File: src/rtl/core/qkc_pkg.sv
`timescale 1ns / 1ps

package qkc_pkg;

    localparam int VALUE_WIDTH_DEF = 16;
    localparam int TIME_WIDTH_DEF  = 32;

    localparam int THRESH_W  = 24;
    localparam int FACTOR_W  = 4;
    localparam int SPN_W     = 3;
    localparam int SUM_W     = 4;
    localparam int DELTA_W   = 5;
    localparam int CFG_IDX_W = 3;
    localparam int REQ_W     = 2;

    localparam logic [REQ_W-1:0] REQ_PIN     = 2'd0;
    localparam logic [REQ_W-1:0] REQ_LOAD    = 2'd1;
    localparam logic [REQ_W-1:0] REQ_CAPTURE = 2'd2;

    localparam logic [CFG_IDX_W-1:0] CFG_VALUE_MIN    = 3'd0;
    localparam logic [CFG_IDX_W-1:0] CFG_VALUE_MAX    = 3'd1;
    localparam logic [CFG_IDX_W-1:0] CFG_COUNT_MODE   = 3'd2;
    localparam logic [CFG_IDX_W-1:0] CFG_SPN          = 3'd3;
    localparam logic [CFG_IDX_W-1:0] CFG_ACCEL_EN     = 3'd4;
    localparam logic [CFG_IDX_W-1:0] CFG_FAST_THRESH  = 3'd5;
    localparam logic [CFG_IDX_W-1:0] CFG_ACCEL_FACTOR = 3'd6;

    localparam logic       MODE_SUBSTEP = 1'b0;
    localparam logic       MODE_DETENT  = 1'b1;

    localparam logic [1:0] PINS_00 = 2'b00;
    localparam logic [1:0] PINS_01 = 2'b01;
    localparam logic [1:0] PINS_10 = 2'b10;
    localparam logic [1:0] PINS_11 = 2'b11;

    localparam int                  VALUE_MAX_RST  = 100;
    localparam logic [SPN_W-1:0]    SPN_RST        = 3'd4;
    localparam logic [THRESH_W-1:0] THRESH_RST     = 24'd50000;
    localparam logic [FACTOR_W-1:0] FACTOR_RST     = 4'd4;

    typedef struct packed {
        logic                      moved;
        logic                      accel;
        logic                      notch;
        logic signed [DELTA_W-1:0] delta;
    } upd_flags_t;

    // Gray transition table, indexed by previous pins and current pins.
    function automatic logic signed [1:0] gray_step(input logic [1:0] prev,
                                                     input logic [1:0] pins);
        logic signed [1:0] step;
        case ({prev, pins})
            4'd1, 4'd7, 4'd8, 4'd14:  step = 2'sd1;
            4'd2, 4'd4, 4'd11, 4'd13: step = -2'sd1;
            default:                  step = 2'sd0;
        endcase
        return step;
    endfunction

endpackage

File: src/rtl/core/qkc_update.sv
`timescale 1ns / 1ps

module qkc_update #(
    parameter int VALUE_WIDTH = qkc_pkg::VALUE_WIDTH_DEF,
    parameter int TIME_WIDTH  = qkc_pkg::TIME_WIDTH_DEF
) (
    input  logic signed [VALUE_WIDTH-1:0]       cfg_value_min,
    input  logic signed [VALUE_WIDTH-1:0]       cfg_value_max,
    input  logic                                cfg_count_mode,
    input  logic [qkc_pkg::SPN_W-1:0]           cfg_spn,
    input  logic                                cfg_accel_en,
    input  logic [qkc_pkg::THRESH_W-1:0]        cfg_fast_thresh,
    input  logic [qkc_pkg::FACTOR_W-1:0]        cfg_accel_factor,
    input  logic [qkc_pkg::REQ_W-1:0]           req_type,
    input  logic                                pin_a,
    input  logic                                pin_b,
    input  logic [TIME_WIDTH-1:0]               time_us,
    input  logic signed [VALUE_WIDTH-1:0]       new_value,
    input  logic [1:0]                          last_pins,
    input  logic signed [qkc_pkg::SUM_W-1:0]    substep_sum,
    input  logic signed [VALUE_WIDTH-1:0]       counter,
    input  logic [TIME_WIDTH-1:0]               last_notch_time,
    output logic [1:0]                          last_pins_next,
    output logic signed [qkc_pkg::SUM_W-1:0]    substep_sum_next,
    output logic signed [VALUE_WIDTH-1:0]       counter_next,
    output logic [TIME_WIDTH-1:0]               last_notch_time_next,
    output qkc_pkg::upd_flags_t                 flags
);
    import qkc_pkg::*;

    localparam int CMP_W = (TIME_WIDTH > THRESH_W) ? TIME_WIDTH : THRESH_W;

    logic [1:0]                  pins;
    logic signed [1:0]           gstep;
    logic [SPN_W-1:0]            spn;
    logic signed [SUM_W:0]       sum_ext;
    logic signed [SUM_W:0]       spn_s;
    logic                        reach;
    logic [TIME_WIDTH-1:0]       interval;
    logic                        fast;
    logic                        is_pin;
    logic                        sub_notch;
    logic                        det_move;
    logic                        det_down;
    logic                        neg;
    logic [FACTOR_W-1:0]         mag;
    logic signed [DELTA_W-1:0]   delta;
    logic                        moved;
    logic signed [VALUE_WIDTH:0] base;
    logic signed [VALUE_WIDTH:0] min_ext;
    logic signed [VALUE_WIDTH:0] max_ext;
    logic signed [VALUE_WIDTH:0] lo_clamped;
    logic signed [VALUE_WIDTH:0] clamped;

    always_comb begin
        pins      = {pin_a, pin_b};
        is_pin    = (req_type == REQ_PIN);
        gstep     = gray_step(last_pins, pins);
        spn       = (cfg_spn == '0) ? SPN_W'(1) : cfg_spn;
        sum_ext   = (SUM_W + 1)'(substep_sum) + (SUM_W + 1)'(gstep);
        spn_s     = $signed({2'b00, spn});
        reach     = (sum_ext >= spn_s) || (sum_ext <= -spn_s);
        interval  = time_us - last_notch_time;
        fast      = cfg_accel_en && (interval != '0)
                    && (CMP_W'(interval) < CMP_W'(cfg_fast_thresh));
        sub_notch = is_pin && (cfg_count_mode == MODE_SUBSTEP) && (gstep != 2'sd0) && reach;

        det_move  = ((pins == PINS_00) || (pins == PINS_11))
                    && ((last_pins == PINS_01) || (last_pins == PINS_10));
        det_down  = ((pins == PINS_00) && (last_pins == PINS_01))
                    || ((pins == PINS_11) && (last_pins == PINS_10));

        neg   = (cfg_count_mode == MODE_DETENT) ? det_down : sum_ext[SUM_W];
        mag   = (sub_notch && fast) ? cfg_accel_factor : FACTOR_W'(1);
        delta = neg ? -$signed({1'b0, mag}) : $signed({1'b0, mag});
        moved = is_pin && ((cfg_count_mode == MODE_DETENT) ? det_move : sub_notch);

        flags.moved = moved;
        flags.accel = sub_notch && fast;
        flags.notch = sub_notch;
        flags.delta = moved ? delta : '0;

        min_ext = (VALUE_WIDTH + 1)'(cfg_value_min);
        max_ext = (VALUE_WIDTH + 1)'(cfg_value_max);
        if (req_type == REQ_LOAD) begin
            base = (VALUE_WIDTH + 1)'(new_value);
        end else begin
            base = (VALUE_WIDTH + 1)'(counter) + (VALUE_WIDTH + 1)'(delta);
        end
        lo_clamped = (base < min_ext) ? min_ext : base;
        clamped    = (lo_clamped > max_ext) ? max_ext : lo_clamped;

        counter_next = ((req_type == REQ_LOAD) || moved) ? clamped[VALUE_WIDTH-1:0] : counter;

        if (is_pin && (cfg_count_mode == MODE_SUBSTEP) && (gstep != 2'sd0)) begin
            substep_sum_next = reach ? '0 : sum_ext[SUM_W-1:0];
        end else begin
            substep_sum_next = substep_sum;
        end

        last_pins_next       = (is_pin || (req_type == REQ_CAPTURE)) ? pins : last_pins;
        last_notch_time_next = sub_notch ? time_us : last_notch_time;
    end

endmodule

File: src/rtl/core/quadrature_knob_counter_accel_core.sv
`timescale 1ns / 1ps
// Throughput: one input beat and one result beat per cycle while the output is not
// stalled; an accepted beat waits in the input register, its result in the result
// register, and the counter update between them is a table lookup, one add and a clamp.
// Reset (aresetn low, synchronous) clears both stages, the pin, sum, counter and
// notch time state, and loads the configuration registers with their defaults.
module quadrature_knob_counter_accel_core #(
    parameter int VALUE_WIDTH = qkc_pkg::VALUE_WIDTH_DEF,
    parameter int TIME_WIDTH  = qkc_pkg::TIME_WIDTH_DEF
) (
    input  logic aclk,
    input  logic aresetn,
    input  logic                                          cfg_wr_en,
    input  logic [qkc_pkg::CFG_IDX_W-1:0]                 cfg_addr,
    input  logic [((VALUE_WIDTH > qkc_pkg::THRESH_W) ? VALUE_WIDTH
                   : qkc_pkg::THRESH_W)-1:0]              cfg_wdata,
    input  logic                                          s_axis_tvalid,
    output logic                                          s_axis_tready,
    // pin_a, pin_b, time_us, new_value
    input  logic [((VALUE_WIDTH + TIME_WIDTH + 2 + 7) / 8) * 8 - 1:0] s_axis_tdata,
    // req_type
    input  logic [qkc_pkg::REQ_W-1:0]                     s_axis_tuser,
    output logic                                          m_axis_tvalid,
    input  logic                                          m_axis_tready,
    // count_value, moved, step_delta, accelerated
    output logic [((VALUE_WIDTH + 7 + 7) / 8) * 8 - 1:0]  m_axis_tdata
);
    import qkc_pkg::*;

    localparam int OUT_W  = ((VALUE_WIDTH + 7 + 7) / 8) * 8;
    localparam int TIME_LO = 2;
    localparam int VAL_LO  = 2 + TIME_WIDTH;

    logic signed [VALUE_WIDTH-1:0] value_min_reg;
    logic signed [VALUE_WIDTH-1:0] value_max_reg;
    logic                          count_mode_reg;
    logic [SPN_W-1:0]              spn_reg;
    logic                          accel_en_reg;
    logic [THRESH_W-1:0]           thresh_reg;
    logic [FACTOR_W-1:0]           factor_reg;

    logic [1:0]                    last_pins_reg;
    logic signed [SUM_W-1:0]       sum_reg;
    logic signed [VALUE_WIDTH-1:0] counter_reg;
    logic [TIME_WIDTH-1:0]         notch_time_reg;

    logic [1:0]                    last_pins_next;
    logic signed [SUM_W-1:0]       sum_next;
    logic signed [VALUE_WIDTH-1:0] counter_next;
    logic [TIME_WIDTH-1:0]         notch_time_next;
    upd_flags_t                    flags;

    logic                          in_valid_reg;
    logic [REQ_W-1:0]              in_req_reg;
    logic                          in_pin_a_reg;
    logic                          in_pin_b_reg;
    logic [TIME_WIDTH-1:0]         in_time_reg;
    logic signed [VALUE_WIDTH-1:0] in_value_reg;

    logic                          out_valid_reg;
    logic [OUT_W-1:0]              out_data_reg;

    logic                          advance;
    logic                          fire;

    assign advance       = !out_valid_reg || m_axis_tready;
    assign fire          = in_valid_reg && advance;
    assign s_axis_tready = !in_valid_reg || advance;
    assign m_axis_tvalid = out_valid_reg;
    assign m_axis_tdata  = out_data_reg;

    always_ff @(posedge aclk) begin
        if (!aresetn) begin
            value_min_reg  <= '0;
            value_max_reg  <= VALUE_WIDTH'(VALUE_MAX_RST);
            count_mode_reg <= MODE_SUBSTEP;
            spn_reg        <= SPN_RST;
            accel_en_reg   <= 1'b0;
            thresh_reg     <= THRESH_RST;
            factor_reg     <= FACTOR_RST;
        end else if (cfg_wr_en) begin
            case (cfg_addr)
                CFG_VALUE_MIN:    value_min_reg  <= cfg_wdata[VALUE_WIDTH-1:0];
                CFG_VALUE_MAX:    value_max_reg  <= cfg_wdata[VALUE_WIDTH-1:0];
                CFG_COUNT_MODE:   count_mode_reg <= cfg_wdata[0];
                CFG_SPN:          spn_reg        <= cfg_wdata[SPN_W-1:0];
                CFG_ACCEL_EN:     accel_en_reg   <= cfg_wdata[0];
                CFG_FAST_THRESH:  thresh_reg     <= cfg_wdata[THRESH_W-1:0];
                CFG_ACCEL_FACTOR: factor_reg     <= cfg_wdata[FACTOR_W-1:0];
                default: begin
                end
            endcase
        end
    end

    always_ff @(posedge aclk) begin
        if (!aresetn) begin
            in_valid_reg <= 1'b0;
        end else if (s_axis_tready) begin
            in_valid_reg <= s_axis_tvalid;
        end
    end

    always_ff @(posedge aclk) begin
        if (s_axis_tvalid && s_axis_tready) begin
            in_req_reg   <= s_axis_tuser;
            in_pin_a_reg <= s_axis_tdata[0];
            in_pin_b_reg <= s_axis_tdata[1];
            in_time_reg  <= s_axis_tdata[TIME_LO +: TIME_WIDTH];
            in_value_reg <= s_axis_tdata[VAL_LO +: VALUE_WIDTH];
        end
    end

    qkc_update #(
        .VALUE_WIDTH (VALUE_WIDTH),
        .TIME_WIDTH  (TIME_WIDTH)
    ) u_update (
        .cfg_value_min        (value_min_reg),
        .cfg_value_max        (value_max_reg),
        .cfg_count_mode       (count_mode_reg),
        .cfg_spn              (spn_reg),
        .cfg_accel_en         (accel_en_reg),
        .cfg_fast_thresh      (thresh_reg),
        .cfg_accel_factor     (factor_reg),
        .req_type             (in_req_reg),
        .pin_a                (in_pin_a_reg),
        .pin_b                (in_pin_b_reg),
        .time_us              (in_time_reg),
        .new_value            (in_value_reg),
        .last_pins            (last_pins_reg),
        .substep_sum          (sum_reg),
        .counter              (counter_reg),
        .last_notch_time      (notch_time_reg),
        .last_pins_next       (last_pins_next),
        .substep_sum_next     (sum_next),
        .counter_next         (counter_next),
        .last_notch_time_next (notch_time_next),
        .flags                (flags)
    );

    always_ff @(posedge aclk) begin
        if (!aresetn) begin
            last_pins_reg  <= '0;
            sum_reg        <= '0;
            counter_reg    <= '0;
            notch_time_reg <= '0;
        end else if (fire) begin
            last_pins_reg  <= last_pins_next;
            sum_reg        <= sum_next;
            counter_reg    <= counter_next;
            notch_time_reg <= notch_time_next;
        end
    end

    always_ff @(posedge aclk) begin
        if (!aresetn) begin
            out_valid_reg <= 1'b0;
        end else if (advance) begin
            out_valid_reg <= in_valid_reg;
        end
    end

    always_ff @(posedge aclk) begin
        if (fire) begin
            out_data_reg <= OUT_W'({flags.accel, flags.delta, flags.moved, counter_next});
        end
    end

    // The result beat holds its contents while the downstream side stalls.
    a_accel_implies_moved: assert property (@(posedge aclk) disable iff (!aresetn)
        fire && flags.accel |-> flags.moved)
        else $error("acceleration flagged without a counted notch");

    a_idle_delta_zero: assert property (@(posedge aclk) disable iff (!aresetn)
        fire && !flags.moved |-> flags.delta == '0)
        else $error("nonzero step without a counted notch");

    a_sum_in_range: assert property (@(posedge aclk) disable iff (!aresetn)
        sum_reg != {1'b1, {(SUM_W - 1){1'b0}}})
        else $error("substep sum out of range");

    a_notch_clears_sum: assert property (@(posedge aclk) disable iff (!aresetn)
        fire && flags.notch |=> sum_reg == '0 && notch_time_reg == $past(in_time_reg))
        else $error("notch did not clear the sum or record its time");

    a_reset_empty: assert property (@(posedge aclk)
        $past(!aresetn) |-> !out_valid_reg && !in_valid_reg)
        else $error("pipeline not empty after reset");

endmodule
File: config.mk
export PLATFORM = sky130hd
export DESIGN_NAME = quadrature_knob_counter_accel_core
export DESIGN_NICKNAME = d
export VERILOG_FILES = /design/src/rtl/core/qkc_pkg.sv /design/src/rtl/core/qkc_update.sv /design/src/rtl/core/quadrature_knob_counter_accel_core.sv
export SDC_FILE = /design/constraint.sdc
export NUM_CORES = 1
export LEC_CHECK = 0
export BUFFER_PORTS_ARGS = -buffer_cell sky130_fd_sc_hd__buf_4
export CAP_MARGIN = 30
export CELL_PAD_IN_SITES_DETAIL_PLACEMENT = 1
export CELL_PAD_IN_SITES_GLOBAL_PLACEMENT = 1
export CORE_ASPECT_RATIO = 1.4
export CORE_MARGIN = 5
export CORE_UTILIZATION = 42
export CTS_CLUSTER_SIZE = 10
export DETAILED_ROUTE_END_ITERATION = 8
export PLACE_DENSITY = 0.82
export SYNTH_ARGS = -nofsm -noshare
export SYNTH_HDL_FRONTEND = slang
export SYNTH_HIERARCHICAL = 1
export SYNTH_SLANG_ARGS = --single-unit
export TNS_END_PERCENT = 100
File: constraint.sdc
create_clock -name aclk -period 11.8 [get_ports aclk]
set_input_delay 2.36 -clock aclk [delete_from_list [all_inputs] [get_ports aclk]]
set_output_delay 2.36 -clock aclk [all_outputs]
set_load 0.005 [all_outputs]
==> results.cfg, run 1 <==
[finish]
fillers = 3523
drive_gt1_share_pct = 17.9
areaGrowthSynthToFinish_pct = 18.5
layout_commonest_cell = nand2_1
final_cells = 1992
nets = 1809
final_cell_mix = nand2_1 (245), buf_4 (177), inv_1 (122)
final_core_util_pct = 50.4

[sta]
slew_headroom_pct = 33.9
finalSetupViolations = 0
fin_crit_ns = 11.47
fin_skew_ns = 0.0138
worst_slack_ns = 0.335
drv_slew = 0
fmax_ghz = 0.0872
worstMarginPinSlew_ns = 0.992
min_period_over_period_pct = 97.2
finalHoldViolCount = 0

[place]
io_buffers = 108
place.gp.congestion = 0.909
pre_cts_slack_ns = -0.671
dp_cells = 1950
dp_hpwl_um = 26500

[detailed_routing]
route.vias.total = 11100
vias_per_cell = 5.58
wl_met1_um = 14100
drtIter0Drc = 381
topRoutingLayerUsed = met4
wl_met3_um = 843
routedWlPerCell_um = 17.9
dr_wl_met2_um = 19500
first_pass_iters = 7
ant_nets = 0
wl_um = 35600
drcViolationCount = 0

[worst_setup_path]
r2r_slack_ns = 0.33
startpoint_type = register
worstRegToRegCells = 52
cp.required_ns = 12.02
path_max_fanout = 7
slowest_delay_ns = 0.42
slowest_stage = edfxtp_1
crit_type = reg2reg
r2r_start = in_time_reg[6]$_DFFE_PP_
reg2reg_to = m_axis_tdata[12]$_DFFE_PP_
arrival_ns = 11.68
end_kind = register

[clock_tree]
cts_tree = done
cts.sinks = 196
clk_pin_slew_ns = 0.07
cts_htree_levels = 4
clock_path_buffers = 2
clockRootBuffer = clkbuf_16
cts_buffers = 17
clkLatencyLatePin_ns = 0.46
postCtsHoldBufs = 0

[global_routing]
grt-ovfl-total = 0
grt_pass1_wl_um = 57900
grt_pass1_vias = 12000
antenna_found_initial = 1
grt_max_degree = 106
grt.total_usage_pct = 20.9

[floorplanning]
die_height_um = 216
row_count = 75
boundaryPins = 116
die_w_um = 157
initial_utilization_pct = 42.5
dieArea_mm2 = 0.0339
core_mm2 = 0.0299

[flow_run]
drv_cap = 0

[power]
ir_drop_v = 0.000101
power.density_mw_per_mm2 = 122
leakagePower_nw = 6.12

[synthesis]
synth_area_mm2 = 0.0127
yosysWarnings = 6
postSynthCellCount = 1464
syn_area_per_cell_um2 = 8.70
synth_fp_nets = 1680

[worst_hold_path]
min_from = notch_time_reg[27]$_SDFFE_PN0P_
min_delay_path_depth = 2
min_path_type = reg2reg
min_to = notch_time_reg[27]$_SDFFE_PN0P_

[outcome]
status = finished clean
==> final cells by class <==
class | count | area [um2] | share of cell area, %
Tap cell | 385 | 482 | 3.19
Inverter | 123 | 462 | 3.06
Sequential cell | 196 | 4670 | 31.0
Multi-Input combinational cell | 1076 | 7500 | 49.7
Timing Repair Buffer | 179 | 1360 | 9.01
Antenna cell | 1 | 2.50 | 0.0166
Clock inverter | 10 | 97.6 | 0.647
Clock buffer | 22 | 507 | 3.36
==> worst max path at each step <==
stage | startpoint | end | slack [ns] | cells after the start
3_3_place_gp | in_time_reg[0]$_DFFE_PP_ | m_axis_tdata[0]$_DFFE_PP_ | -0.31 | 52
4_1_cts | in_pin_b_reg$_DFFE_PP_ | counter_reg[14]$_SDFFE_PN0P_ | 0.02 | 54
2_1_floorplan | in_pin_a_reg$_DFFE_PP_ | counter_reg[1]$_SDFFE_PN0P_ | 0.40 | 53
3_5_place_dp | in_time_reg[0]$_DFFE_PP_ | counter_reg[0]$_SDFFE_PN0P_ | -0.67 | 53
6_report | in_time_reg[6]$_DFFE_PP_ | m_axis_tdata[12]$_DFFE_PP_ | 0.33 | 52
5_1_grt | in_time_reg[6]$_DFFE_PP_ | m_axis_tdata[12]$_DFFE_PP_ | -0.14 | 54
==> through the flow <==
step | setup TNS [ns] | area, um2 | hold WS [ns] | power (W)
after floorplan | 0 | 12700 | 0.435 | 0.00105
after global placement | -5.89 | 14200 | 0.442 | 0.00120
after detailed placement | -17.61 | 14200 | 0.455 | 0.00122
after CTS | 0 | 14900 | 0.465 | 0.00185
after global routing | -1.90 | 15100 | 0.491 | 0.00194
final | 0 | 15100 | 0.459 | 0.00184
==> report_power, final <==
group          total [W]  internal [W]  switching (W)
Combinational   0.000498      0.000219       0.000279
Sequential      0.000745      0.000729      0.0000153
Clock           0.000602      0.000316       0.000285
Total            0.00184       0.00126       0.000580
==> worst max-delay path: cells and delay by family, from the launching register on <==
| kind | cells | cell delay [ns] |
|---|---|---|
| multiplexers | 2 | 0.51 |
| AO/OA/AOI/OAI | 27 | 5.68 |
| adder cells (fa/ha/maj) | 6 | 1.76 |
| flip-flops | 1 | 0.42 |
| buffers and inverters | 7 | 1.09 |
| AND/OR/NAND/NOR | 8 | 1.30 |
| XOR/XNOR | 2 | 0.46 |
==> what timing repair did <==
action	CTS	global route
setup endpoints to repair	32	32
resized for setup	13	39
buffers inserted	2	7
pin swaps	5	11
hold endpoints to repair	0	0
gates cloned	0	0
==> metal layers <==
layer / up-vias / GRT usage, %
li1: 5428 / -
met1: 5428 / 22.7
met2: 184 / 39.9
met3: 74 / 2.97
met4: 0 / 8.32
met5: - / 0
(Power assumes the default switching activity.)
==> inputs of run 2 (changes only) <==
--- a/config.mk
+++ b/config.mk
@@ -10,7 +10,6 @@
 export CELL_PAD_IN_SITES_DETAIL_PLACEMENT = 1
 export CELL_PAD_IN_SITES_GLOBAL_PLACEMENT = 1
 export CORE_ASPECT_RATIO = 1.4
-export CORE_MARGIN = 5
 export CORE_UTILIZATION = 42
 export CTS_CLUSTER_SIZE = 10
 export DETAILED_ROUTE_END_ITERATION = 8
==> run 2 against run 1 <==
Non-clock buffer count rose by 34. Hold slack worse by 0.00058 ns. Critical path depth rose by 2. Register-to-register slack got worse by 0.14 ns. Highest routed layer unchanged. First-iteration DRC count increased by 7.9%. Critical endpoint is now counter_reg[13]$_SDFFE_PN0P_. Utilization is 1.3 points higher. Maximum frequency is 1.2% lower. Setup slack lost 0.14 ns. Count of clock-buffer cells in the layout down 2. Critical path type unchanged. Combinational power is 12% higher.
==> results.cfg, run 2 (synthesis results as in run 1) <==
[place]
io_buffers = 108
dp_hpwl_um = 26300
place.gp.congestion = 0.912

[worst_hold_path]
min_delay_path_depth = 2
min_path_type = reg2reg

[worst_setup_path]
path_max_fanout = 7
worstRegToRegCells = 54
slowest_delay_ns = 0.45
cp_num_buf_inv = 8
cpMostUsedCell = ha_1
startpoint_type = register
r2r_slack_ns = 0.20
r2r_start = in_time_reg[0]$_DFFE_PP_
endpoint = counter_reg[13]$_SDFFE_PN0P_
reg2reg_to = counter_reg[13]$_SDFFE_PN0P_
cp.required_ns = 12.12
slowest_stage = a2111oi_4
end_kind = register
crit_type = reg2reg
arrival_ns = 11.93
crit_cells = 54
path_delay_family = compound AO/OA/AOI/OAI gates
startpoint = in_time_reg[0]$_DFFE_PP_

[finish]
nets = 1843
antenna_cells = 0
drive_gt1_share_pct = 20.9
final_cell_mix = nand2_1 (244), buf_4 (209), dfxtp_1 (121)
layout_commonest_cell = nand2_1
areaGrowthSynthToFinish_pct = 21.5

[detailed_routing]
drtIter0Drc = 411
drcViolationCount = 0
route.vias.total = 11200
first_pass_iters = 5
routedWlPerCell_um = 17.8
wl_um = 36000
vias_per_cell = 5.55
ant_nets = 0

[sta]
fmax_ghz = 0.0862
finalHoldViolCount = 0
fin_crit_ns = 11.60
slew_headroom_pct = 35.0
finalSetupViolations = 0
drv_slew = 0
min_period_over_period_pct = 98.3
fin_hold_ws_ns = 0.459
worstMarginPinSlew_ns = 0.975
setup-tns-final_ns = 0
fin_skew_ns = 0.0136

[outcome]
status = finished clean

[global_routing]
grt-ovfl-total = 0
grt.total_usage_pct = 22.8
grt_max_degree = 79
grt_pass1_vias = 11600
antenna_found_initial = 0
grt_pass1_wl_um = 55900

[clock_tree]
clkLatencyLatePin_ns = 0.47
postCtsHoldBufs = 0
cts_tree = done
clk_pin_slew_ns = 0.07
clockRootBuffer = clkbuf_16
cts_buffers = 17
clock_path_buffers = 2
cts.sinks = 196
cts_htree_levels = 4

[flow_run]
drv_cap = 0

[floorplanning]
core_mm2 = 0.0299
dieArea_mm2 = 0.0310
boundaryPins = 116
row_count = 75
initial_utilization_pct = 42.5
die_w_um = 149
die_height_um = 208

[power]
power.density_mw_per_mm2 = 122
leakagePower_nw = 6.29
ir_drop_v = 0.0000970
==> run 2: cell types whose count changed in the layout (fill, tap and decap cells not counted), sizes merged <==
| cell | change |
|---|---|
| clkbuf | -1 |
| diode | -1 |
| inv | -1 |
| clkinv | +3 |
| buf | +33 |
==> run 2: worst min path at each step <==
stage,start,endpoint,slack [ns]
2_1_floorplan,notch_time_reg[10]$_SDFFE_PN0P_,notch_time_reg[10]$_SDFFE_PN0P_,0.43
3_3_place_gp,notch_time_reg[23]$_SDFFE_PN0P_,notch_time_reg[23]$_SDFFE_PN0P_,0.44
3_5_place_dp,notch_time_reg[11]$_SDFFE_PN0P_,notch_time_reg[11]$_SDFFE_PN0P_,0.46
4_1_cts,notch_time_reg[5]$_SDFFE_PN0P_,notch_time_reg[5]$_SDFFE_PN0P_,0.47
5_1_grt,notch_time_reg[5]$_SDFFE_PN0P_,notch_time_reg[5]$_SDFFE_PN0P_,0.48
6_report,notch_time_reg[28]$_SDFFE_PN0P_,notch_time_reg[28]$_SDFFE_PN0P_,0.46
==> run 2: where the power goes <==
group / switching, W / leakage [nW] / internal, W
clock network: 0.000289 / 0.295 / 0.000301
logic: 0.000300 / 4.28 / 0.000255
registers: 0.0000156 / 1.72 / 0.000729
total: 0.000605 / 6.29 / 0.00129
==> run 2: metal layers <==
metal,share of wire (%),track usage [%],vias up
met5,0,0,-
met4,3.0,9.22,0
met3,2.3,3.49,61
met2,55,43.9,187
met1,40,24.0,5496
li1,-,-,5498
==> run 2: worst min-delay path: stages (launching register included) <==
cell	delay [ns]
dfxtp_1	0.31
nand2_1	0.05
mux2i_1	0.05
==> run 2: cell type report <==
type                    count  area (um2)
clock inverters            12         106
multi-input cells        1076        7630
well taps                 385         482
inverters                 123         462
repair buffers            213        1640
clock buffers              20         478
flip-flops and latches    196        4670
fillers                  3512       14500
==> run 2: timing repair <==
item,CTS,global route
hold endpoints to repair,0,0
setup endpoints to repair,32,32
pin swaps,4,32
gates resized for setup,11,70
setup buffers,3,12
cloned,0,1
==> run 2: metrics by stage <==
| stage | utilization (%) | std cells | setup slack [ns] | area (um2) | power [W] |
|---|---|---|---|---|---|
| after CTS | 50.4 | 2012 | 0.0131 | 15100 | 0.00185 |
| after global routing | 51.7 | 2025 | -0.185 | 15500 | 0.00198 |
| after floorplan | - | 1464 | 0.403 | 12700 | 0.00105 |
| after global placement | 48.2 | 1977 | -0.297 | 14400 | 0.00122 |
| final | 51.7 | 2025 | 0.197 | 15500 | 0.00189 |
| after detailed placement | 48.2 | 1977 | -0.793 | 14400 | 0.00124 |
==> inputs of run 3 (changes only) <==
==> constraint.sdc (replaced) <==
create_clock -name aclk -period 10.6 [get_ports aclk]
set_input_delay 2.12 -clock aclk [delete_from_list [all_inputs] [get_ports aclk]]
set_output_delay 2.12 -clock aclk [all_outputs]
set_load 0.005 [all_outputs]
==> run 3 against run 2 <==
The flow now finishes with violations (negative setup slack). Largest power group is now combinational cells. Non-clock buffer count increased by 142. Sequential power rose by 12%. Maximum frequency fell by 2.1%. Hold slack barely moved. Critical path type unchanged. Sequential cell count did not move. Power up 23%.
==> results.cfg, run 3 (synthesis results as in run 1) <==
[outcome]
status = complete, but fails checks
violations = negative setup slack

[clock_tree]
cts_buffers = 17
cts_tree = done
cts_htree_levels = 4
clk_pin_slew_ns = 0.08
clock_path_buffers = 2
postCtsHoldBufs = 0
cts.sinks = 196
clkLatencyLatePin_ns = 0.48
clockRootBuffer = clkbuf_16

[sta]
fin_skew_ns = 0.0127
rsz0062_at_grt = true
finalHoldViolCount = 0
setup-tns-final_ns = -35.54
fin_crit_ns = 11.85
finalSetupViolations = 32
worstMarginPinSlew_ns = 0.879
fmax_ghz = 0.0844
min_period_over_period_pct = 112
slew_headroom_pct = 41.4
worst_slack_ns = -1.25
drv_slew = 0

[finish]
final_cell_mix = buf_4 (343), nand2_1 (240), dfxtp_1 (121)
fillers = 3418
areaGrowthSynthToFinish_pct = 34.7
final_cells = 2169
final_core_util_pct = 57.3
nets = 1986
multiInputGateArea_mm2 = 0.00823
seq_area_mm2 = 0.00467
layout_commonest_cell = buf_4
drive_gt1_share_pct = 31.8

[detailed_routing]
drtIter0Drc = 587
route.vias.total = 12600
routedWlPerCell_um = 21.8
wl_um = 47400
first_pass_iters = 5
drcViolationCount = 0
ant_nets = 0
vias_per_cell = 5.80

[floorplanning]
die_w_um = 149
row_count = 75
dieArea_mm2 = 0.0310
core_mm2 = 0.0299
boundaryPins = 116
die_height_um = 208
initial_utilization_pct = 42.5

[global_routing]
grt.total_usage_pct = 27.0
grt_max_degree = 123
grt_pass1_wl_um = 65600
grt_pass1_vias = 13000
antenna_found_initial = 1
grt-ovfl-total = 0

[worst_setup_path]
crit_type = reg2reg
r2r_slack_ns = -1.25
cp.required_ns = 10.98
arrival_ns = 12.23
cpMostUsedCell = buf_4
cp_num_buf_inv = 18
path_max_fanout = 5
slowest_stage = fa_1
path_delay_family = compound AO/OA/AOI/OAI gates
end_kind = register
startpoint_type = register
slowest_delay_ns = 0.56

[power]
leakagePower_nw = 7.10
ir_drop_v = 0.000122
power.density_mw_per_mm2 = 136
total_power_w = 0.00233

[place]
pre_cts_slack_ns = -1.80
dp_cells = 2083
dp_hpwl_um = 28100
io_buffers = 108
place.gp.congestion = 0.873

[flow_run]
drv_cap = 0

[worst_hold_path]
min_path_type = reg2reg
==> run 3: report_power, final <==
group | total (W) | leakage (nW) | internal, W | switching, W
clock network | 0.000660 | 0.285 | 0.000321 | 0.000339
logic | 0.000837 | 5.10 | 0.000386 | 0.000451
registers | 0.000831 | 1.72 | 0.000812 | 0.0000187
==> run 3: what timing repair did <==
item                                   in CTS  in global routing
cloned                                      1                  0
pin swaps                                  42                 81
setup buffers                              28                 23
setup endpoints to repair                  32                 32
gates resized for setup                    93                111
endpoints found under the hold margin       0                  0
==> run 3: final cells by class <==
type,instances,area share (%)
multi-input cells,1077,48.0
flip-flops and latches,196,27.3
repair buffers,355,15.9
well taps,385,2.81
inverters,123,2.69
clock buffers,19,2.64
clock inverters,13,0.678
diodes,1,0.0146
==> run 3: worst paths after layout <==
path	startpoint	end	cells after the start
worst min register to register	notch_time_reg[4]$_SDFFE_PN0P_	notch_time_reg[4]$_SDFFE_PN0P_	2
worst max-delay path	in_pin_b_reg$_DFFE_PP_	counter_reg[5]$_SDFFE_PN0P_	56
worst min-delay path	notch_time_reg[4]$_SDFFE_PN0P_	notch_time_reg[4]$_SDFFE_PN0P_	2
worst max register to register	in_pin_b_reg$_DFFE_PP_	counter_reg[5]$_SDFFE_PN0P_	56
==> run 3: worst reg2reg max path: cells and delay by family (launching register included) <==
| family | cells | cell delay (ns) |
|---|---|---|
| XOR/XNOR | 3 | 0.53 |
| AO/OA/AOI/OAI | 20 | 4.68 |
| flip-flops | 1 | 0.43 |
| adder cells (fa/ha/maj) | 7 | 2.28 |
| AND/OR/NAND/NOR | 5 | 0.69 |
| buffers and inverters | 18 | 2.42 |
| multiplexers | 3 | 0.72 |
==> run 3: layer usage <==
metal	track usage (%)	wire [um]
met4	15.2	3550
met5	0	0
met3	3.97	1770
met1	27.1	17100
met2	51.9	25000
==> run 3: stage by stage <==
| stage | area (um2) | hold WS, ns |
|---|---|---|
| global placement | 15200 | 0.442 |
| global route | 17200 | 0.473 |
| floorplan | 12800 | 0.435 |
| finish | 17200 | 0.459 |
| CTS | 16300 | 0.461 |
| detailed placement | 15200 | 0.451 |
